### src/hw/rtl/cse_ram.sv
// Generic single-write, single-read RAM with registered read data
`timescale 1ns / 1ps
`default_nettype none

module cse_ram #(
    parameter int WIDTH = 8,
    parameter int DEPTH = 16
) (
    input  wire logic                     i_clk,
    input  wire logic                     i_wr_en,
    input  wire logic [$clog2(DEPTH)-1:0] i_wr_addr,
    input  wire logic [WIDTH-1:0]         i_wr_data,
    input  wire logic                     i_rd_en,
    input  wire logic [$clog2(DEPTH)-1:0] i_rd_addr,
    output logic      [WIDTH-1:0]         o_rd_data
);

    logic [WIDTH-1:0] r_mem [DEPTH];
    logic [WIDTH-1:0] r_rd_data;

    // Write port
    always_ff @(posedge i_clk) begin
        if (i_wr_en) begin
            r_mem[i_wr_addr] <= i_wr_data;
        end
    end

    // Read port, registered read data; data holds between reads
    always_ff @(posedge i_clk) begin
        if (i_rd_en) begin
            r_rd_data <= r_mem[i_rd_addr];
        end
    end

    assign o_rd_data = r_rd_data;

endmodule

`default_nettype wire

### config.mk
export PLATFORM = sky130hd
export DESIGN_NAME = cse_ram
export DESIGN_NICKNAME = d
export VERILOG_FILES = /design/src/hw/rtl/cse_ram.sv
export SDC_FILE = /design/constraint.sdc
export NUM_CORES = 1
export LEC_CHECK = 0
export BUFFER_PORTS_ARGS = -buffer_cell sky130_fd_sc_hd__buf_2
export CAP_MARGIN = 20
export CORE_UTILIZATION = 60
export DETAILED_ROUTE_END_ITERATION = 10
export PLACE_DENSITY = 0.88
export SYNTH_ARGS = -nofsm -noshare
export SYNTH_HDL_FRONTEND = slang
export SYNTH_SLANG_ARGS = --single-unit
### constraint.sdc
create_clock -name i_clk -period 2.2 [get_ports i_clk]
set_input_delay 0.11 -clock i_clk [delete_from_list [all_inputs] [get_ports i_clk]]
set_output_delay 0.11 -clock i_clk [all_outputs]
set_load 0.05 [all_outputs]
**Word level (Yosys, flattened, before mapping)**

Memory sizes are Yosys's and may differ from the RTL's. A register that Yosys moved wholly into a read port is not among the register bits.
Cells that the tools add are included.

- Mux-type cells: 2

Operator list:

| cell | number |
|---|---|
| $mux 1 | 2 |

- Bits in registers: 0
- RAM bits: 128
- Memories: 1

Memories:

| name | depth | width | read ports | clocked after memory_dff | wr ports | line | RTL |
|---|---|---|---|---|---|---|---|
| r_mem | 16 | 8 | 1 | 1 | 1 | 18 | `logic [WIDTH-1:0] r_mem [DEPTH];` |

**Depth between registers and ports, before layout**

- Word-level depth: 2
- Depth in mapped cells: 5

**Worst setup path after synthesis**

No wires, ideal clock.

- Path kind: input port to flip-flop
- Start point: in i_wr_addr[2]
- End point: mem r_mem[0][0] (enable)
- Setup time: 383 ps
- Arrival time: 1220 ps
- Data required time: 1817 ps
- Path slack: 597 ps
- Cell stages on the path: 2
- Buffers on the path: 0
- Path through: or3b_2 nor3_1

RTL lines:

| item | line | RTL |
|---|---|---|
| start: declaration | 11 | `input wire logic [$clog2(DEPTH)-1:0] i_wr_addr,` |
| end: declaration | 18 |  |

No word-level cell before the write port.

==> run_results.csv <==
group,metric,value,unit
status,outcome,"finished clean",
synth,synth_top_cell_by_area,"edfxtp_1",
worst_setup_path,cp.depth,3,
synth,synthMuxAreaShare,0.148,
worst_setup_path,cp_slowest_cell,"mux4_1",
grt,grt_pass1_wl,15200,microns
synth,synth-edff-count,136,
synth,synth_compound_area_frac,0.0230,
grt,grt_max_degree,33,
worst_setup_path,criticalPathCategory,"reg -> reg",
sta,min_period,1.52,ns
grt,overflow,0,
floorplanning,initial_core_util,0.627,
detailed_routing,drc_errors,0,
clock_tree,insertion_delay,0.51,ns
clock_tree,cts.clk_slew.worst_paths,0.06,ns
power,combPwrFrac,0.051,
power,ir_drop,0.617,mV
synth,netlist_area,0.00523,sq mm
detailed_routing,ant_nets,0,
worst_setup_path,cp-startpoint,"r_mem[0][5]$_DFFE_PP_",
synth,synthAdderAreaFrac,0,
worst_setup_path,rrSetupSlack,0.68,ns
synth,synth-seq-area-share,0.781,
power,p_per_area,984,mW/mm^2
floorplanning,die_w,95.3,microns
min_path,hp-class,"in -> reg",
placed_design,dpl.hpwl,6000,microns
sta,slew_viol_final,0,
grt,antenna_found_initial,0,
min_path,hold_start,"i_wr_addr[0]",
worst_setup_path,timing.rr.start,"r_mem[0][5]$_DFFE_PP_",
clock_tree,cts_tree,"done",
worst_setup_path,path_buf_inv,0,
finish,antenna_cells,0,
clock_tree,clock-root-buffer,"clkbuf_8",
worst_setup_path,critPathCaptureType,"flop",
min_path,min_path_cells,3,
floorplanning,die_h,95.3,microns
sta,setup_violations,0,
power,power.switching,1280,uW
worst_setup_path,worstPathArrival,1.77,ns
synth,synth_nets,248,
worst_setup_path,critPathTopFamily,"multiplexers",
power,power,6180,uW
synth,synth_top_area_share,0.781,
power,seq_power_share,0.476,
power,clkPwrFrac,0.473,
finish,nFillCells,463,
sta,max_clock_freq,658,MHz
worst_setup_path,critPathMaxFanout,1,
placed_design,io_buffer_count,26,
synth,synthFlopType,"edfxtp_1",
power,p_sw_frac,0.207,
floorplanning,rows,33,
synth,ys_async_sr_fraction,0,
sta,fin_crit_sh,0.691,
sta,tightest_slew,0.829,ns
finish,multi_input_area,0.00106,sq mm
synth,synth_cells,229,
detailed_routing,via_count,2624,
clock_tree,htreeDepth,4,
finish,fin_nets,311,
synth,avgSynthCellArea,22.8,sq um
detailed_routing,viasPerCell,6.40,
sta,finClkSkew,0.00696,ns
detailed_routing,drt_iter0_drc,265,
sta,hold_viol_final,0,
placed_design,gp_congestion,0.753,
detailed_routing,wl_per_cell,24.8,microns
synth,synthXorXnorAreaFrac,0,
clock_tree,cts_inserted_buffers,17,
worst_setup_path,crit_chain,"mux4_1 -> a22oi_1 -> nand2_1",
worst_setup_path,r2r_cells,3,
floorplanning,coreArea,0.00834,sq mm
clock_tree,cts.sinks,136,
finish,drive_gt1_frac,0.308,
synth,synthTopCellsByCount,"edfxtp_1 (136), mux4_2 (18), a22oi_1 (16), mux4_1 (14), nor2_1 (13)",
sta,slew_headroom,0.446,
clock_tree,cts_buffer_depth,2,
synth,synth-seq-cells,136,
detailed_routing,routed_wl,10200,microns
power,p_leak,0.00214,uW
grt,grt.total_usage,0.252,
finish,ff_latch_area,0.00408,sq mm
grt,grt_pass1_vias,2622,
worst_setup_path,cp.required,2.45,ns
worst_setup_path,critPathMaxStageDelay,0.49,ns
synth,yosysWarningCount,0,
job,max_cap_viol_count,0,
clock_tree,cts_setup_buffers,0,
worst_setup_path,worst_setup_path_start_kind,"flop",
floorplanning,io-pin-count,27,
sta,rsz0062_at_grt,"false",
power,p_int,4900,uW
synth,ys_types,18,
floorplanning,dieArea,0.00909,sq mm
worst_setup_path,rr_endpoint,"o_rd_data[5]$_DFFE_PP_",
synth,yosys-top-cells-area,"edfxtp_1 (78%), mux4_2 (7.8%), mux4_1 (7.0%)",
finish,area_growth,20.1,%
min_path,hold-path-endpoint,"r_mem[4][2]$_DFFE_PP_",
synth,synth_top_family_by_area,"multiplexers",
sta,fin_tns_setup,0,ns
detailed_routing,drt-pass1-iter-count,5,
synth,synthSimpleGateAreaFrac,0.0314,
synth,synthMostInstantiatedCell,"edfxtp_1",
[kinds of logic (layout without fill, tap and decap cells)]
family	count (synthesis)	count (layout)
compound gates	16	16
buf+inv	10	86
flops	136	136
mux	32	32
simple gates	35	35
[how the worst max path moves through the flow]
stage | end | slack, ns
after floorplan | r_mem[0][0]$_DFFE_PP_ | 0.60
after global placement | o_rd_data[1]$_DFFE_PP_ | 0.52
after detailed placement | o_rd_data[5]$_DFFE_PP_ | 0.48
after global routing | o_rd_data[5]$_DFFE_PP_ | 0.63
final | o_rd_data[5]$_DFFE_PP_ | 0.68
after CTS | o_rd_data[6]$_DFFE_PP_ | 0.70
[stage by stage]
| step | hold WS (ns) | area [sq um] | setup WS [ns] | util | instances |
|---|---|---|---|---|---|
| after floorplan | 0.209 | 5230 | 0.597 | - | 229 |
| after global placement | 0.490 | 5570 | 0.518 | 0.668 | 369 |
| after detailed placement | 0.498 | 5570 | 0.483 | 0.668 | 369 |
| after CTS | 0.138 | 6280 | 0.699 | 0.752 | 410 |
| after global routing | 0.165 | 6280 | 0.630 | 0.752 | 410 |
| final | 0.162 | 6280 | 0.681 | 0.752 | 410 |
[power groups by stage]
| stage | Sequential (uW) | Clock (uW) | Combinational (uW) |
|---|---|---|---|
| 6_report | 2940 | 2920 | 316 |
| 5_1_grt | 2940 | 3070 | 339 |
| 4_1_cts | 2940 | 2950 | 320 |
| 3_5_place_dp | 2990 | 0 | 303 |
| 3_3_place_gp | 2990 | 0 | 292 |
| 2_1_floorplan | 3030 | 0 | 147 |
[worst min-delay path, cell delays in order]
cell and delay, ns:
buf_2 0.14, nor3_1 0.06, buf_4 0.18
[final cells by class]
cell class              instances  area share
flip-flops and latches        136       0.651
multi-input cells              83       0.168
clock buffers                  19      0.0672
repair buffers                 54      0.0618
clock inverters                13      0.0309
well taps                     105      0.0209
[per-layer routing]
layer	vias to the layer above	share of wire	global-route usage
met5	-	0	0
met2	168	0.50	0.386
met1	1344	0.40	0.349
met3	10	0.089	0.0742
met4	0	0.014	0.0960
li1	1102	-	-
[registers in the layout, indices dropped and copies added, names as in the netlist]
register and flops:
o_rd_data 8, r_mem 128
[repair_timing]
item,CTS,global route
hold buffers,9,0
endpoints found under the hold margin,136,0
resized for setup,0,0
[layout by cell type (no fill, tap or decap), drive strengths merged]
cell         instances
mux4                32
clkbuf              19
clkinvlp             4
dlygate4sd3          9
nor2                13
bufinv               4
nor2b                1
nand2b               2
nor3                 4
nand3                1
or3b                 1
clkinv               2
edfxtp             136
nand3b               2
and2                 1
buf                 45
and2b                1
a22oi               16
inv                  3
nand2                9
Power figures use the tool's default switching activity.
