--- config.mk ---
export PLATFORM = sky130hd
export DESIGN_NAME = cse_out
export DESIGN_NICKNAME = d
export VERILOG_FILES = /design/src/hw/rtl/cse_pkg.sv /design/src/hw/rtl/cse_out.sv
export SDC_FILE = /design/constraint.sdc
export NUM_CORES = 1
export LEC_CHECK = 0
export BUFFER_PORTS_ARGS = -buffer_cell sky130_fd_sc_hd__buf_2
export CAP_MARGIN = 20
export CORE_AREA = 2 2 39 41
export CTS_BUF_LIST = sky130_fd_sc_hd__clkbuf_16
export DETAILED_ROUTE_END_ITERATION = 10
export DIE_AREA = 0 0 41 43
export GPL_TIMING_DRIVEN = 0
export PLACE_DENSITY_LB_ADDON = 0.1
export SLEW_MARGIN = 20
export SYNTH_ARGS = -nofsm -noshare
export SYNTH_HDL_FRONTEND = slang
export SYNTH_SLANG_ARGS = --single-unit
export TNS_END_PERCENT = 5
--- constraint.sdc ---
create_clock -name i_clk -period 2.2 [get_ports i_clk]
set_clock_uncertainty 0.2 [all_clocks]
set_input_delay 0.66 -clock i_clk [delete_from_list [all_inputs] [get_ports i_clk]]
set_output_delay 0.66 -clock i_clk [all_outputs]
set_load 0.03 [all_outputs]
--- src/hw/rtl/cse_pkg.sv ---
// Package: types, codes and defaults of the counting sort engine
`timescale 1ns / 1ps
`default_nettype none

package cse_pkg;

    // Defaults for the top-level parameters
    localparam int KEY_BITS_DEF  = 10;
    localparam int MAX_ITEMS_DEF = 1024;

    // Fixed field widths
    localparam int KEY_W  = 10;
    localparam int DATA_W = 16;

    // Request kind carried in the input tuser
    typedef enum logic {
        FN_LOAD = 1'b0,
        FN_READ = 1'b1
    } t_func;

    // Result status carried in the output tuser
    typedef enum logic [1:0] {
        STAT_OK    = 2'd0,
        STAT_FULL  = 2'd1,
        STAT_EMPTY = 2'd2
    } t_status;

    // One result between controller and output stage
    typedef struct packed {
        logic [KEY_W-1:0] key;
        logic             last;
        t_status          status;
    } t_result;

endpackage

`default_nettype wire

--- src/hw/rtl/cse_out.sv ---
// Output register stage for the result stream
`timescale 1ns / 1ps
`default_nettype none

module cse_out (
    input  wire logic              i_clk,
    input  wire logic              i_rst_n,
    input  wire logic              i_res_valid,
    input  wire cse_pkg::t_result  i_res,
    output logic                   o_slot_free,
    output logic                   o_valid,
    input  wire logic              i_ready,
    output cse_pkg::t_result       o_res
);

    import cse_pkg::*;

    logic    r_valid;
    t_result r_res;

    // Slot is free when empty or being taken this cycle
    assign o_slot_free = !r_valid || i_ready;

    always_ff @(posedge i_clk) begin
        if (!i_rst_n) begin
            r_valid <= 1'b0;
        end else if (i_res_valid) begin
            r_valid <= 1'b1;
        end else if (i_ready) begin
            r_valid <= 1'b0;
        end
    end

    always_ff @(posedge i_clk) begin
        if (i_res_valid) begin
            r_res <= i_res;
        end
    end

    assign o_valid = r_valid;
    assign o_res   = r_res;

endmodule

`default_nettype wire

# --- After elaboration in Yosys (flattened, before gate mapping) ---
# Cells that the tools add are included.
op_classes:
  mux: 2
  reduce_logical: 3
op_table:
  columns: ["operator", "n"]
  rows:
  - ["2-to-1 mux 1 bit", 2]
  - ["nonzero test 2 bit", 1]
  - ["zero test 1 bit", 1]
  - ["logical OR 1 bit", 1]
totals:
  inputBits: 17
  register_bits: 14
  out_inout_bits: 15
  elab_cells: 9

# --- Depth between registers and ports, before layout ---
depth:
  word_depth: 2
  ltp_mapped: 2
  depth_no_buf: 2

# --- Worst setup path before layout ---
# OpenSTA, ideal clock, no wires.
synth_path:
  kind: "input-to-output"
  startpoint: "input i_ready"
  endpoint: "output o_slot_free"
  path_stages: 1
  slack_ps: 511
  required_time_ps: 1340
  n_path_buf: 0
  arrival_time_ps: 829
  path_cell_list: "nand2b_4"
synth_between:
  elab_chain_len: 1
synth_rtl:
  columns: ["element", "line_no", "text"]
  rows:
  - ["start: declaration", "cse_out.sv:12", "input wire logic i_ready,"]
  - ["logical OR 1 bit", "cse_out.sv:22", "assign o_slot_free = !r_valid || i_ready;"]
  - ["end: declaration", "cse_out.sv:10", "output logic o_slot_free,"]
# Every way passes these cells.

# --- Worst setup path in the final report ---
# Ends and elaborated chain as after synthesis.

==> metrics.txt <==
status finished, final reports clean; setup slack after placement 0.274 ns; routed vias 282; fraction of power consumed by sequential logic 43.7%; TritonCTS Buffers 3; synthesized netlist net count 34; number of nets still failing antenna checks after routing 0; cell breakdown of the critical path buf_2, nand2b_4, buf_2; number of filler instances in the final layout 125; slew at the pin with the worst max-slew slack 0.285 ns; final setup margin 0.277 ns; cell type contributing the most total cell area after synthesis sky130_fd_sc_hd__edfxtp_1; highest-delay cell along the critical path sky130_fd_sc_hd__buf_2; Synth Instances 17; total area of multi-input combinational cells 25.0 sq um; cell depth of the worst min-delay path 2; routed wire length per instance 10.8 um; maximum fanout encountered on the critical timing path 2; data required time at the worst endpoint 1.34 ns; adder-cell share of the synthesized area 0%; initial DRC count 1; I/O pin cnt 32; insertion delay to the later sink of the worst-skew pair 0.23 ns; global-route wire length before repair 1120 um; post-synthesis register bit count 14; Final Total Pwr 0.000732 W; Die Footprint 1760 sq um; final worst path period share 87.4%; CTS root buf sky130_fd_sc_hd__clkbuf_16; worst hold path endpoint o_valid$_SDFFE_PN0P_; area overhead of the layout relative to synthesis 57.8%; start of the worst register-to-register path o_valid$_SDFFE_PN0P_; cells resized by post-CTS repair 0; global routing usage on met3 3.66%; Reg clk slew, reported paths 0.04 ns; count of maximum capacitance violations 0; width of the die 41 um; ratio of cells with drive above 1 in the final layout 69.2%; via count normalized by instance count 4.15; leading cell type by number of instances after synthesis sky130_fd_sc_hd__edfxtp_1; CTS tree yes; Routed WL 735 um; grt met1 use 7.02%; sum of negative setup slack 0 ns; Peak supply drop 0.523 mV; flop-to-flop setup slack 1.38 ns; detailed-routing iteration count for the pre-antenna-repair pass 2; static leakage 0.312 nW; number of I/O port buffers 31; Hold Path Origin o_valid$_SDFFE_PN0P_; antenna diode count 0; internal power consumption 0.000580 W; Chip Height 43 um; commonest cells in the synthesized netlist sky130_fd_sc_hd__edfxtp_1, sky130_fd_sc_hd__a21boi_2, sky130_fd_sc_hd__dfxtp_1, sky130_fd_sc_hd__inv_1, sky130_fd_sc_hd__nand2b_4; H-tree levels 1; PwrDens 1060 nW/um^2; Seq/Total Area, Yosys 93.4%; number of buffers inserted for hold repair after clock tree synthesis 0; Critical Path Start Type primary input; Post-Synth XOR/XNOR Area 0%; Compound-Gate Fraction of Synth Area 2.56%; number of max-slew violations in the final report 0; detailed-route DRC error count 0; clock sink total 14; classification of the worst-slack hold path flop to flop; depth of the worst register-to-register path 2; CP peak stage delay 0.17 ns; async set or reset register ratio after synthesis 0%; part of the total power dissipated in the clock network 44.7%; Final nets 70; Rel. slew slack 81.0%; post-CTS setup repair buffer count 0; syn_area_per_cell 25.8 sq um; vias in the first global route 280; busiest metal layer after global routing met2; switching fraction of total power 20.8%; destination of the worst register-to-register timing path o_valid$_SDFFE_PN0P_; fraction of synthesized cell area taken by the top area cell type 88.9%; Ys Warns 0; count of cell types in the netlist 5; share of synthesized cell area in and, or, nand and nor gates 3.13%; data arrival time at the worst-slack endpoint 1.06 ns; final weighted congestion in routability-driven placement 0.564; total standard cell area after synthesis 439 sq um; reported net switching power 0.000152 W; final hold violation count 0; register area 410 sq um; prevailing post-synth register cell sky130_fd_sc_hd__edfxtp_1; unrepaired setup endpoints after global routing no; Max Clock Freq 0.520 GHz; cell row count 14; Comb power frac 11.6%; cell with the most instances on the worst path sky130_fd_sc_hd__buf_2; Final Critical Period 1.92 ns; floorplan core area 1380 sq um; total congestion overflow 0; Post-synth EDFFs 13; kind of critical path primary input to primary output; pin count of the biggest net entering global routing 15; final setup violating endpoints 0; Max Buffers Root-to-Sink 2; hold slack final 0.297 ns; antenna violations before repair 0; endpoint type of the worst setup path primary output; fraction of synthesized area in multiplexers 0%; Area contributors post-synth sky130_fd_sc_hd__edfxtp_1, sky130_fd_sc_hd__dfxtp_1, sky130_fd_sc_hd__nand2b_4; global router's overall resource usage 10.1%; met2 track utilization from global routing 18.4%; initial cell density of the core 31.7%; largest family of logic cells by synthesized area simple AND/OR/NAND/NOR gates
worst max-delay path by stage:
stage,from,endpoint
6_report,i_ready,o_slot_free
5_1_grt,i_ready,o_slot_free
4_1_cts,i_ready,o_slot_free
3_5_place_dp,i_ready,o_slot_free
3_3_place_gp,i_ready,o_slot_free
2_1_floorplan,i_ready,o_slot_free
per-stage QoR:
stage          util (%)  area (sq um)  std cells
4_1_cts            50.1           693         68
5_1_grt            50.1           693         68
6_report           50.1           693         68
3_5_place_dp       44.4           614         64
2_1_floorplan         -           439         17
3_3_place_gp       44.4           614         64
registers in the layout (all words and copies together) (netlist names):
name,count
o_valid,1
o_res,13
layout make-up:
| type | instances | share of cell area [%] |
|---|---|---|
| multi-input combinational | 2 | 3.61 |
| clock buffer | 3 | 10.8 |
| timing repair buffer | 31 | 22.4 |
| tap | 16 | 2.89 |
| inverter | 1 | 0.542 |
| sequential | 14 | 59.2 |
| clock inverter | 1 | 0.542 |
worst max-delay path, delay by kind of cell:
| kind | cells | cell delay [ns] |
|---|---|---|
| buffers and inverters | 2 | 0.27 |
| AND/OR/NAND/NOR | 1 | 0.13 |
metal layers:
layer | up-vias | routed length (um)
met4 | 0 | 0
li1 | 135 | -
met5 | - | 0
met1 | 129 | 209
met3 | 0 | 78
met2 | 18 | 447
power groups by stage:
stage	clock (W)	sequential, W	combinational (W)
finish	0.000327	0.000320	0.0000846
global route	0.000355	0.000321	0.0000906
CTS	0.000340	0.000320	0.0000860
detailed placement	0	0.000325	0.0000859
global placement	0	0.000324	0.0000843
floorplan	0	0.000368	0.00000540
placed cells by master, fill, tap and decap left out:
master,n
sky130_fd_sc_hd__buf_2,31
sky130_fd_sc_hd__edfxtp_1,13
sky130_fd_sc_hd__clkbuf_16,3
sky130_fd_sc_hd__inv_1,1
sky130_fd_sc_hd__nand2b_4,1
sky130_fd_sc_hd__a21boi_2,1
sky130_fd_sc_hd__clkinv_1,1
sky130_fd_sc_hd__dfxtp_1,1
cells by family after synthesis:
kind of cell | Yosys count
DFF | 14
and+or+nand+nor | 1
AOI/OAI and AO/OA | 1
buffers and inverters | 1
(Power assumes the default switching activity.)
