<file path="src/hw/rtl/cse_pkg.sv">
// Package: types, codes and defaults of the counting sort engine
`timescale 1ns / 1ps
`default_nettype none

package cse_pkg;

    // Defaults for the top-level parameters
    localparam int KEY_BITS_DEF  = 10;
    localparam int MAX_ITEMS_DEF = 1024;

    // Fixed field widths
    localparam int KEY_W  = 10;
    localparam int DATA_W = 16;

    // Request kind carried in the input tuser
    typedef enum logic {
        FN_LOAD = 1'b0,
        FN_READ = 1'b1
    } t_func;

    // Result status carried in the output tuser
    typedef enum logic [1:0] {
        STAT_OK    = 2'd0,
        STAT_FULL  = 2'd1,
        STAT_EMPTY = 2'd2
    } t_status;

    // One result between controller and output stage
    typedef struct packed {
        logic [KEY_W-1:0] key;
        logic             last;
        t_status          status;
    } t_result;

endpackage

`default_nettype wire

</file>
<file path="src/hw/rtl/cse_ctrl.sv">
// Controller: clearing pass, histogram read-modify-write and bin scan
`timescale 1ns / 1ps
`default_nettype none

module cse_ctrl #(
    parameter int KEY_BITS  = cse_pkg::KEY_BITS_DEF,
    parameter int MAX_ITEMS = cse_pkg::MAX_ITEMS_DEF,
    parameter int CNT_W     = $clog2(MAX_ITEMS + 1)
) (
    input  wire logic                       i_clk,
    input  wire logic                       i_rst_n,
    // request side
    input  wire logic                       i_in_valid,
    output logic                            o_in_ready,
    input  wire cse_pkg::t_func             i_in_func,
    input  wire logic [cse_pkg::KEY_W-1:0]  i_in_key,
    // result side
    input  wire logic                       i_slot_free,
    output logic                            o_res_valid,
    output cse_pkg::t_result                o_res,
    // histogram memory
    output logic                            o_rd_en,
    output logic [KEY_BITS-1:0]             o_rd_addr,
    input  wire logic [CNT_W-1:0]           i_rd_data,
    output logic                            o_wr_en,
    output logic [KEY_BITS-1:0]             o_wr_addr,
    output logic [CNT_W-1:0]                o_wr_data
);

    import cse_pkg::*;

    typedef enum logic [4:0] {
        S_CLEAR = 5'b00001,
        S_IDLE  = 5'b00010,
        S_LOAD  = 5'b00100,
        S_SCAN  = 5'b01000,
        S_HOLD  = 5'b10000
    } t_state;

    t_state              r_state, n_state;
    logic [CNT_W-1:0]    r_held, n_held;
    logic [KEY_BITS-1:0] r_scan, n_scan;
    logic [KEY_BITS-1:0] r_pos, n_pos;
    logic [KEY_BITS-1:0] r_clr, n_clr;
    t_result             r_res, n_res;

    logic                w_accept;
    logic                w_fin;
    t_result             w_res;
    logic [KEY_BITS-1:0] w_key;
    logic [KEY_W+KEY_BITS-1:0] w_key_ext;
    logic [KEY_W+KEY_BITS-1:0] w_pos_ext;

    // Key resized to the bin index width, and bin index back to the key field
    assign w_key_ext = {KEY_BITS'(0), i_in_key};
    assign w_key     = w_key_ext[KEY_BITS-1:0];
    assign w_pos_ext = {KEY_W'(0), r_pos};

    assign o_in_ready = (r_state == S_IDLE);
    assign w_accept   = i_in_valid && o_in_ready;

    // Next-state and memory access logic
    always_comb begin
        n_state   = r_state;
        n_held    = r_held;
        n_scan    = r_scan;
        n_pos     = r_pos;
        n_clr     = r_clr;
        o_rd_en   = 1'b0;
        o_rd_addr = r_pos;
        o_wr_en   = 1'b0;
        o_wr_addr = r_pos;
        o_wr_data = i_rd_data;
        w_fin     = 1'b0;
        w_res     = '{key: '0, last: 1'b0, status: STAT_OK};

        unique case (r_state)
            S_CLEAR: begin
                o_wr_en   = 1'b1;
                o_wr_addr = r_clr;
                o_wr_data = '0;
                n_clr     = r_clr + 1'b1;
                if (r_clr == {KEY_BITS{1'b1}}) begin
                    n_state = S_IDLE;
                end
            end
            S_IDLE: begin
                if (w_accept) begin
                    if (i_in_func == FN_LOAD) begin
                        if (r_held >= CNT_W'(MAX_ITEMS)) begin
                            w_fin        = 1'b1;
                            w_res.status = STAT_FULL;
                        end else begin
                            o_rd_en   = 1'b1;
                            o_rd_addr = w_key;
                            n_pos     = w_key;
                            n_state   = S_LOAD;
                        end
                    end else begin
                        if (r_held == '0) begin
                            w_fin        = 1'b1;
                            w_res.status = STAT_EMPTY;
                        end else begin
                            o_rd_en   = 1'b1;
                            o_rd_addr = r_scan;
                            n_pos     = r_scan;
                            n_state   = S_SCAN;
                        end
                    end
                end
            end
            S_LOAD: begin
                // bin count is back: increment and write
                o_wr_en   = 1'b1;
                o_wr_data = i_rd_data + 1'b1;
                n_held    = r_held + 1'b1;
                if (r_pos < r_scan) begin
                    n_scan = r_pos;
                end
                w_fin = 1'b1;
            end
            S_SCAN: begin
                if (i_rd_data != '0) begin
                    // first occupied bin: take one key out
                    o_wr_en   = 1'b1;
                    o_wr_data = i_rd_data - 1'b1;
                    n_held    = r_held - 1'b1;
                    n_scan    = r_pos;
                    w_fin     = 1'b1;
                    w_res.key  = w_pos_ext[KEY_W-1:0];
                    w_res.last = (r_held == CNT_W'(1));
                end else begin
                    // empty bin: read the next one, one bin a cycle
                    o_rd_en   = 1'b1;
                    o_rd_addr = r_pos + 1'b1;
                    n_pos     = r_pos + 1'b1;
                end
            end
            S_HOLD: begin
                if (i_slot_free) begin
                    n_state = S_IDLE;
                end
            end
            default: begin
                n_state = S_CLEAR;
            end
        endcase

        // Finished result goes out at once or waits in the hold register
        if (w_fin) begin
            n_state = i_slot_free ? S_IDLE : S_HOLD;
        end
    end

    assign n_res       = w_fin ? w_res : r_res;
    assign o_res       = (r_state == S_HOLD) ? r_res : w_res;
    assign o_res_valid = (w_fin || (r_state == S_HOLD)) && i_slot_free;

    // Control registers
    always_ff @(posedge i_clk) begin
        if (!i_rst_n) begin
            r_state <= S_CLEAR;
            r_held  <= '0;
            r_scan  <= '0;
            r_clr   <= '0;
        end else begin
            r_state <= n_state;
            r_held  <= n_held;
            r_scan  <= n_scan;
            r_clr   <= n_clr;
        end
    end

    // Payload registers
    always_ff @(posedge i_clk) begin
        r_pos <= n_pos;
        r_res <= n_res;
    end

endmodule

`default_nettype wire

</file>
<file path="config.mk">
export PLATFORM = sky130hd
export DESIGN_NAME = cse_ctrl
export DESIGN_NICKNAME = d
export VERILOG_FILES = /design/src/hw/rtl/cse_pkg.sv /design/src/hw/rtl/cse_ctrl.sv
export SDC_FILE = /design/constraint.sdc
export NUM_CORES = 1
export LEC_CHECK = 0
export BUFFER_PORTS_ARGS = -buffer_cell sky130_fd_sc_hd__clkbuf_2
export CELL_PAD_IN_SITES_DETAIL_PLACEMENT = 0
export CELL_PAD_IN_SITES_GLOBAL_PLACEMENT = 1
export CORE_UTILIZATION = 43
export DETAILED_ROUTE_END_ITERATION = 12
export GPL_ROUTABILITY_DRIVEN = 0
export PLACE_DENSITY_LB_ADDON = 0.1
export SYNTH_ARGS = -nofsm -noshare
export SYNTH_HDL_FRONTEND = slang
export SYNTH_SLANG_ARGS = --single-unit
</file>
<file path="constraint.sdc">
create_clock -name i_clk -period 3.1 [get_ports i_clk]
set_input_delay 0.31 -clock i_clk [delete_from_list [all_inputs] [get_ports i_clk]]
set_output_delay 0.31 -clock i_clk [all_outputs]
set_load 0.02 [all_outputs]
</file>
* Word level (Yosys, flattened, before mapping)
Index checks and enable logic that the tools add are counted.
Operators by class: $lt $le $gt $ge 2, reductions and logical operators 11, add/subtract/negate cells 6, equal/unequal tests 15, multiplexer cells 44
Operators by type and width (count):
- $mux W10 | 8
- $mux W11 | 4
- $mux W5 | 8
- $pmux W10 S2 | 2
- $pmux W11 S3 | 1
- $add A11 B1 Y11 const B | 2
- $pmux W11 S2 | 1
- $sub A11 B1 Y11 const B | 2
- $add A10 B1 Y10 const B | 2
- $pmux W5 S4 | 1
- $mux W13 | 1
- $eq A11 B1 Y1 const B | 1
- $ge A11 B11 Y1 const B | 1
- $logic_not A11 Y1 | 1
- $mux W1 | 11
- $reduce_bool A11 Y1 | 1
- $eq A10 B10 Y1 const B | 1
- $lt A10 B10 Y1 | 1
- $mux W2 | 4
- $ne A4 B4 Y1 const B | 2
- $ne A3 B3 Y1 const B | 2
- $reduce_and A6 Y1 | 1
- $eq A5 B1 Y1 const B | 1
- $eq A5 B2 Y1 const B | 1
- 14 further kinds | 18
Storage, ports and cells: flip-flop bits (word level) 59, output and inout bits 48

* Logic depth before layout (Yosys ltp)
depth in word-level cells 7, mapped depth 10, depth with buffers taken out 9

* Worst setup path after synthesis
OpenSTA, ideal clock, no wires.
kind input port to output port, from input port i_rd_data[1], to output port o_rd_addr[0], arrival 2.330 ns, buffers on the path 1, setup slack 0.460 ns, cell stages on the path 8, cell sequence inv_1 ha_1 or3b_2 nor4_4 inv_2 buf_2 ha_1 o221ai_1
Between the ends: longest elaborated chain between the ends 3
Ends and longest elaborated chain:
- from (decl) | line cse_ctrl.sv:24 | input wire logic [CNT_W-1:0] i_rd_data,
- $reduce_bool A11 Y1 | line cse_ctrl.sv:123 | if (i_rd_data != '0) begin
- $mux W10 | line cse_ctrl.sv:123
- $pmux W10 S2 | line cse_ctrl.sv:77 | unique case (r_state)
- to (decl) | line cse_ctrl.sv:23 | output logic [KEY_BITS-1:0] o_rd_addr,
Every way passes these cells.

* Worst setup path in the final report
from register r_held[2], to output port o_rd_addr[0]
Between the ends: longest elaborated chain between the ends 5
Ends and longest elaborated chain:
- from (decl) | line cse_ctrl.sv:41 | logic [CNT_W-1:0] r_held, n_held;
- from (signal assigned) | line cse_ctrl.sv:168 | r_held <= n_held;
- $ge A11 B11 Y1 or $logic_not A11 Y1 (tied branches) | line cse_ctrl.sv:90, cse_ctrl.sv:100
- $mux W10 (on tied branches)
- $mux W10 *
- $mux W10 * | line cse_ctrl.sv:88 | if (w_accept) begin
- $pmux W10 S2 * | line cse_ctrl.sv:77
Every way passes the cells marked *; elsewhere a longest branch is shown, timed or not.

==> flow_summary.json <==
{
  "grt_pass1_vias": 3795,
  "antenna_found_initial": 0,
  "synthFlopType": "dfxtp_1",
  "synth_edf_count": 13,
  "synth.largest_area_cell": "dfxtp_1",
  "max_slew.worst_pin.slew_ns": 0.697,
  "path_depth": 8,
  "swShare_pct": 41.5,
  "synth_area_leaders": "dfxtp_1 21%, edfxtp_1 9.1%, ha_1 5.0%",
  "yosys_warnings": 0,
  "grt_pass1_wl_um": 19500,
  "drt_iter0_drc": 163,
  "crit_fanout": 9,
  "cp-start-kind": "flip-flop",
  "p_sw_uw": 1300,
  "final_hold_viol_count": 0,
  "max_freq_mhz": 347,
  "cpLargestDelayFamily": "simple AND/OR/NAND/NOR gates",
  "grt_util_met2_pct": 40.8,
  "path_class": "reg -> out",
  "clk_latency_ns": 0.34,
  "post-route-period-util_pct": 93.0,
  "ys_types": 75,
  "seq_area_frac_synth_pct": 30.6,
  "holdBufCountCts": 0,
  "cp-end-kind": "primary output",
  "gr-usage-met3_pct": 4.10,
  "required_ns": 2.79,
  "crit_start": "r_held[2]",
  "clockPowerShare_pct": 24.7,
  "dieArea_sq_um": 10400,
  "slew_viol_final": 0,
  "relSlewSlack_pct": 53.5,
  "cts_tree": "done",
  "drv_cap": 0,
  "crit_path_top_delay_cell": "or4_1",
  "core_sq_um": 9730,
  "rsz0062_at_grt": "no",
  "combPwrFrac_pct": 41.5,
  "grt_use_total_pct": 24.6,
  "drtAntennaViolNets": 0,
  "layout.nets": 608,
  "cts_root_buffer": "clkbuf_8",
  "regToRegStartpoint": "r_state[3]",
  "dpl.hpwl_um": 8980,
  "hold_path_class": "in -> reg",
  "syn-mean-instance-area_sq_um": 8.62,
  "path_buf_inv": 2,
  "min-delay-start": "i_slot_free",
  "drive_gt1_share_pct": 27.4,
  "met1_usage_pct": 32.6,
  "p_total_uw": 3130,
  "viasPerCell": 5.74,
  "setup_violations": 0,
  "rows": 36,
  "h-tree-depth": 3,
  "hold_depth": 2,
  "grt_max_degree": 38,
  "grt.overflow.total": 0,
  "finalSetupTns_ns": 0,
  "synthesis.area_sq_um": 4290,
  "areaGrowthSynthToFinish_pct": 16.3,
  "port_buffers": 73,
  "ff2ff_path_depth": 6,
  "status": "finished, final reports clean",
  "routedWlPerCell_um": 17.8,
  "syn_inst": 498,
  "async_reset_ff_share_pct": 0,
  "powerDensity_nw_per_um2": 627,
  "dieWidth_um": 102,
  "crit_chain": "or4_1 -> o41ai_4 -> buf_4 -> o221ai_1 -> o21ai_0 -> nand2_1 -> o221ai_1 -> clkbuf_2",
  "cts_buffers": 9,
  "crit_top_cell": "o221ai_1",
  "holdWs_ns": 0.190,
  "clk_pin_slew_worst_paths_ns": 0.07,
  "clock-sinks": 59,
  "io_pins": 74,
  "post_cts_buffers": 0,
  "vias": 4038,
  "start_util_pct": 44.1,
  "post-synth-top-area-fraction_pct": 21.5,
  "crit_arrival_ns": 2.57,
  "intPower_uw": 1830,
  "clock_path_buffers": 2,
  "drtPass1Iterations": 5,
  "synth-seq-cells": 59,
  "die_h_um": 102,
  "grt.busiest_layer": "met2",
  "ir_worst_vdd_mv": 0.250,
  "p_leak_uw": 0.00209,
  "critPathMaxStageDelay_ns": 0.69,
  "synth_fp_nets": 541,
  "antenna_cells": 0,
  "fin_crit_ns": 2.88,
  "seq_power_share_pct": 33.8,
  "route.detailed.drc": 0,
  "ctsResizeCount": 0,
  "finalWirelength_um": 12500,
  "clock_skew_ns": 0.00900
}
==> sequential cells by signal, summed over array words and instances, names as in the netlist <==
register  count
r_held       11
r_pos        10
r_clr        10
r_state       5
r_res        13
r_scan       10
==> worst paths after layout <==
check / to / slack (ns)
setup / recovery: o_rd_addr[0] / 0.22
hold reg to reg: r_scan[2] / 0.51
setup reg to reg: r_scan[3] / 0.61
hold / removal: r_state[4] / 0.19
==> routing by layer <==
layer,part of all wire (%),wire [um],vias up
met3,4.5,566,18
met5,0,0,-
met1,47,5880,1934
met4,1.3,159,0
li1,-,-,1978
met2,47,5870,108
==> worst register-to-register path, delay by kind of cell (launching register included) <==
kind               cells  cell delay [ns]
and+or+nand+nor        2             0.89
AOI/OAI and AO/OA      4             1.11
DFF                    1             0.40
==> layout by cell type (no fill, tap or decap), types with 17 or more instances in the layout <==
cell      count
xnor2_1      18
inv_1        18
and3_1       23
and2_1       19
buf_4        18
nor2_1       20
dfxtp_1      46
o21ai_0      23
nand3_1      20
nand2_1      40
ha_1         17
clkbuf_2     73
==> cell usage after synthesis (all sizes together) (17+ instances only) <==
| cell | count |
|---|---|
| dfxtp | 46 |
| o21ai | 44 |
| nand2 | 40 |
| and3 | 23 |
| and2 | 20 |
| inv | 20 |
| nand3 | 20 |
| nor2 | 20 |
| clkbuf | 19 |
| xnor2 | 18 |
| ha | 17 |
==> cells by family after synthesis <==
group / synth area share [%]
xor+xnor: 5.10
mux: 3.35
fa+ha+maj: 4.96
flops: 30.6
buf+inv: 6.21
compound gates: 24.0
simple gates: 25.8
==> power groups by stage <==
stage,Clock (uW),Combinational [uW],Sequential [uW]
finish,774,1300,1060
global route,820,1430,1070
CTS,793,1300,1050
detailed placement,0,1290,1070
global placement,0,1280,1070
floorplan,0,927,986
==> metrics by stage <==
| stage | cell area [sq um] | instances | utilization [%] | worst slack, ns |
|---|---|---|---|---|
| after floorplan | 4290 | 498 | - | 0.460 |
| after global placement | 4770 | 687 | 49.0 | 0.341 |
| after detailed placement | 4770 | 687 | 49.0 | 0.308 |
| after CTS | 4980 | 703 | 51.2 | 0.171 |
| after global routing | 4990 | 703 | 51.3 | 0.0569 |
| final | 4990 | 703 | 51.3 | 0.216 |
==> layout make-up <==
type,count,area (sq um)
repair buffers,91,500
clock inverters,6,70.1
well taps,133,166
flip-flops and latches,59,1310
clock buffers,10,149
multi-input cells,384,2720
inverters,20,75.1
fillers,998,4740
Note: power is estimated with default switching activity, not from simulation.
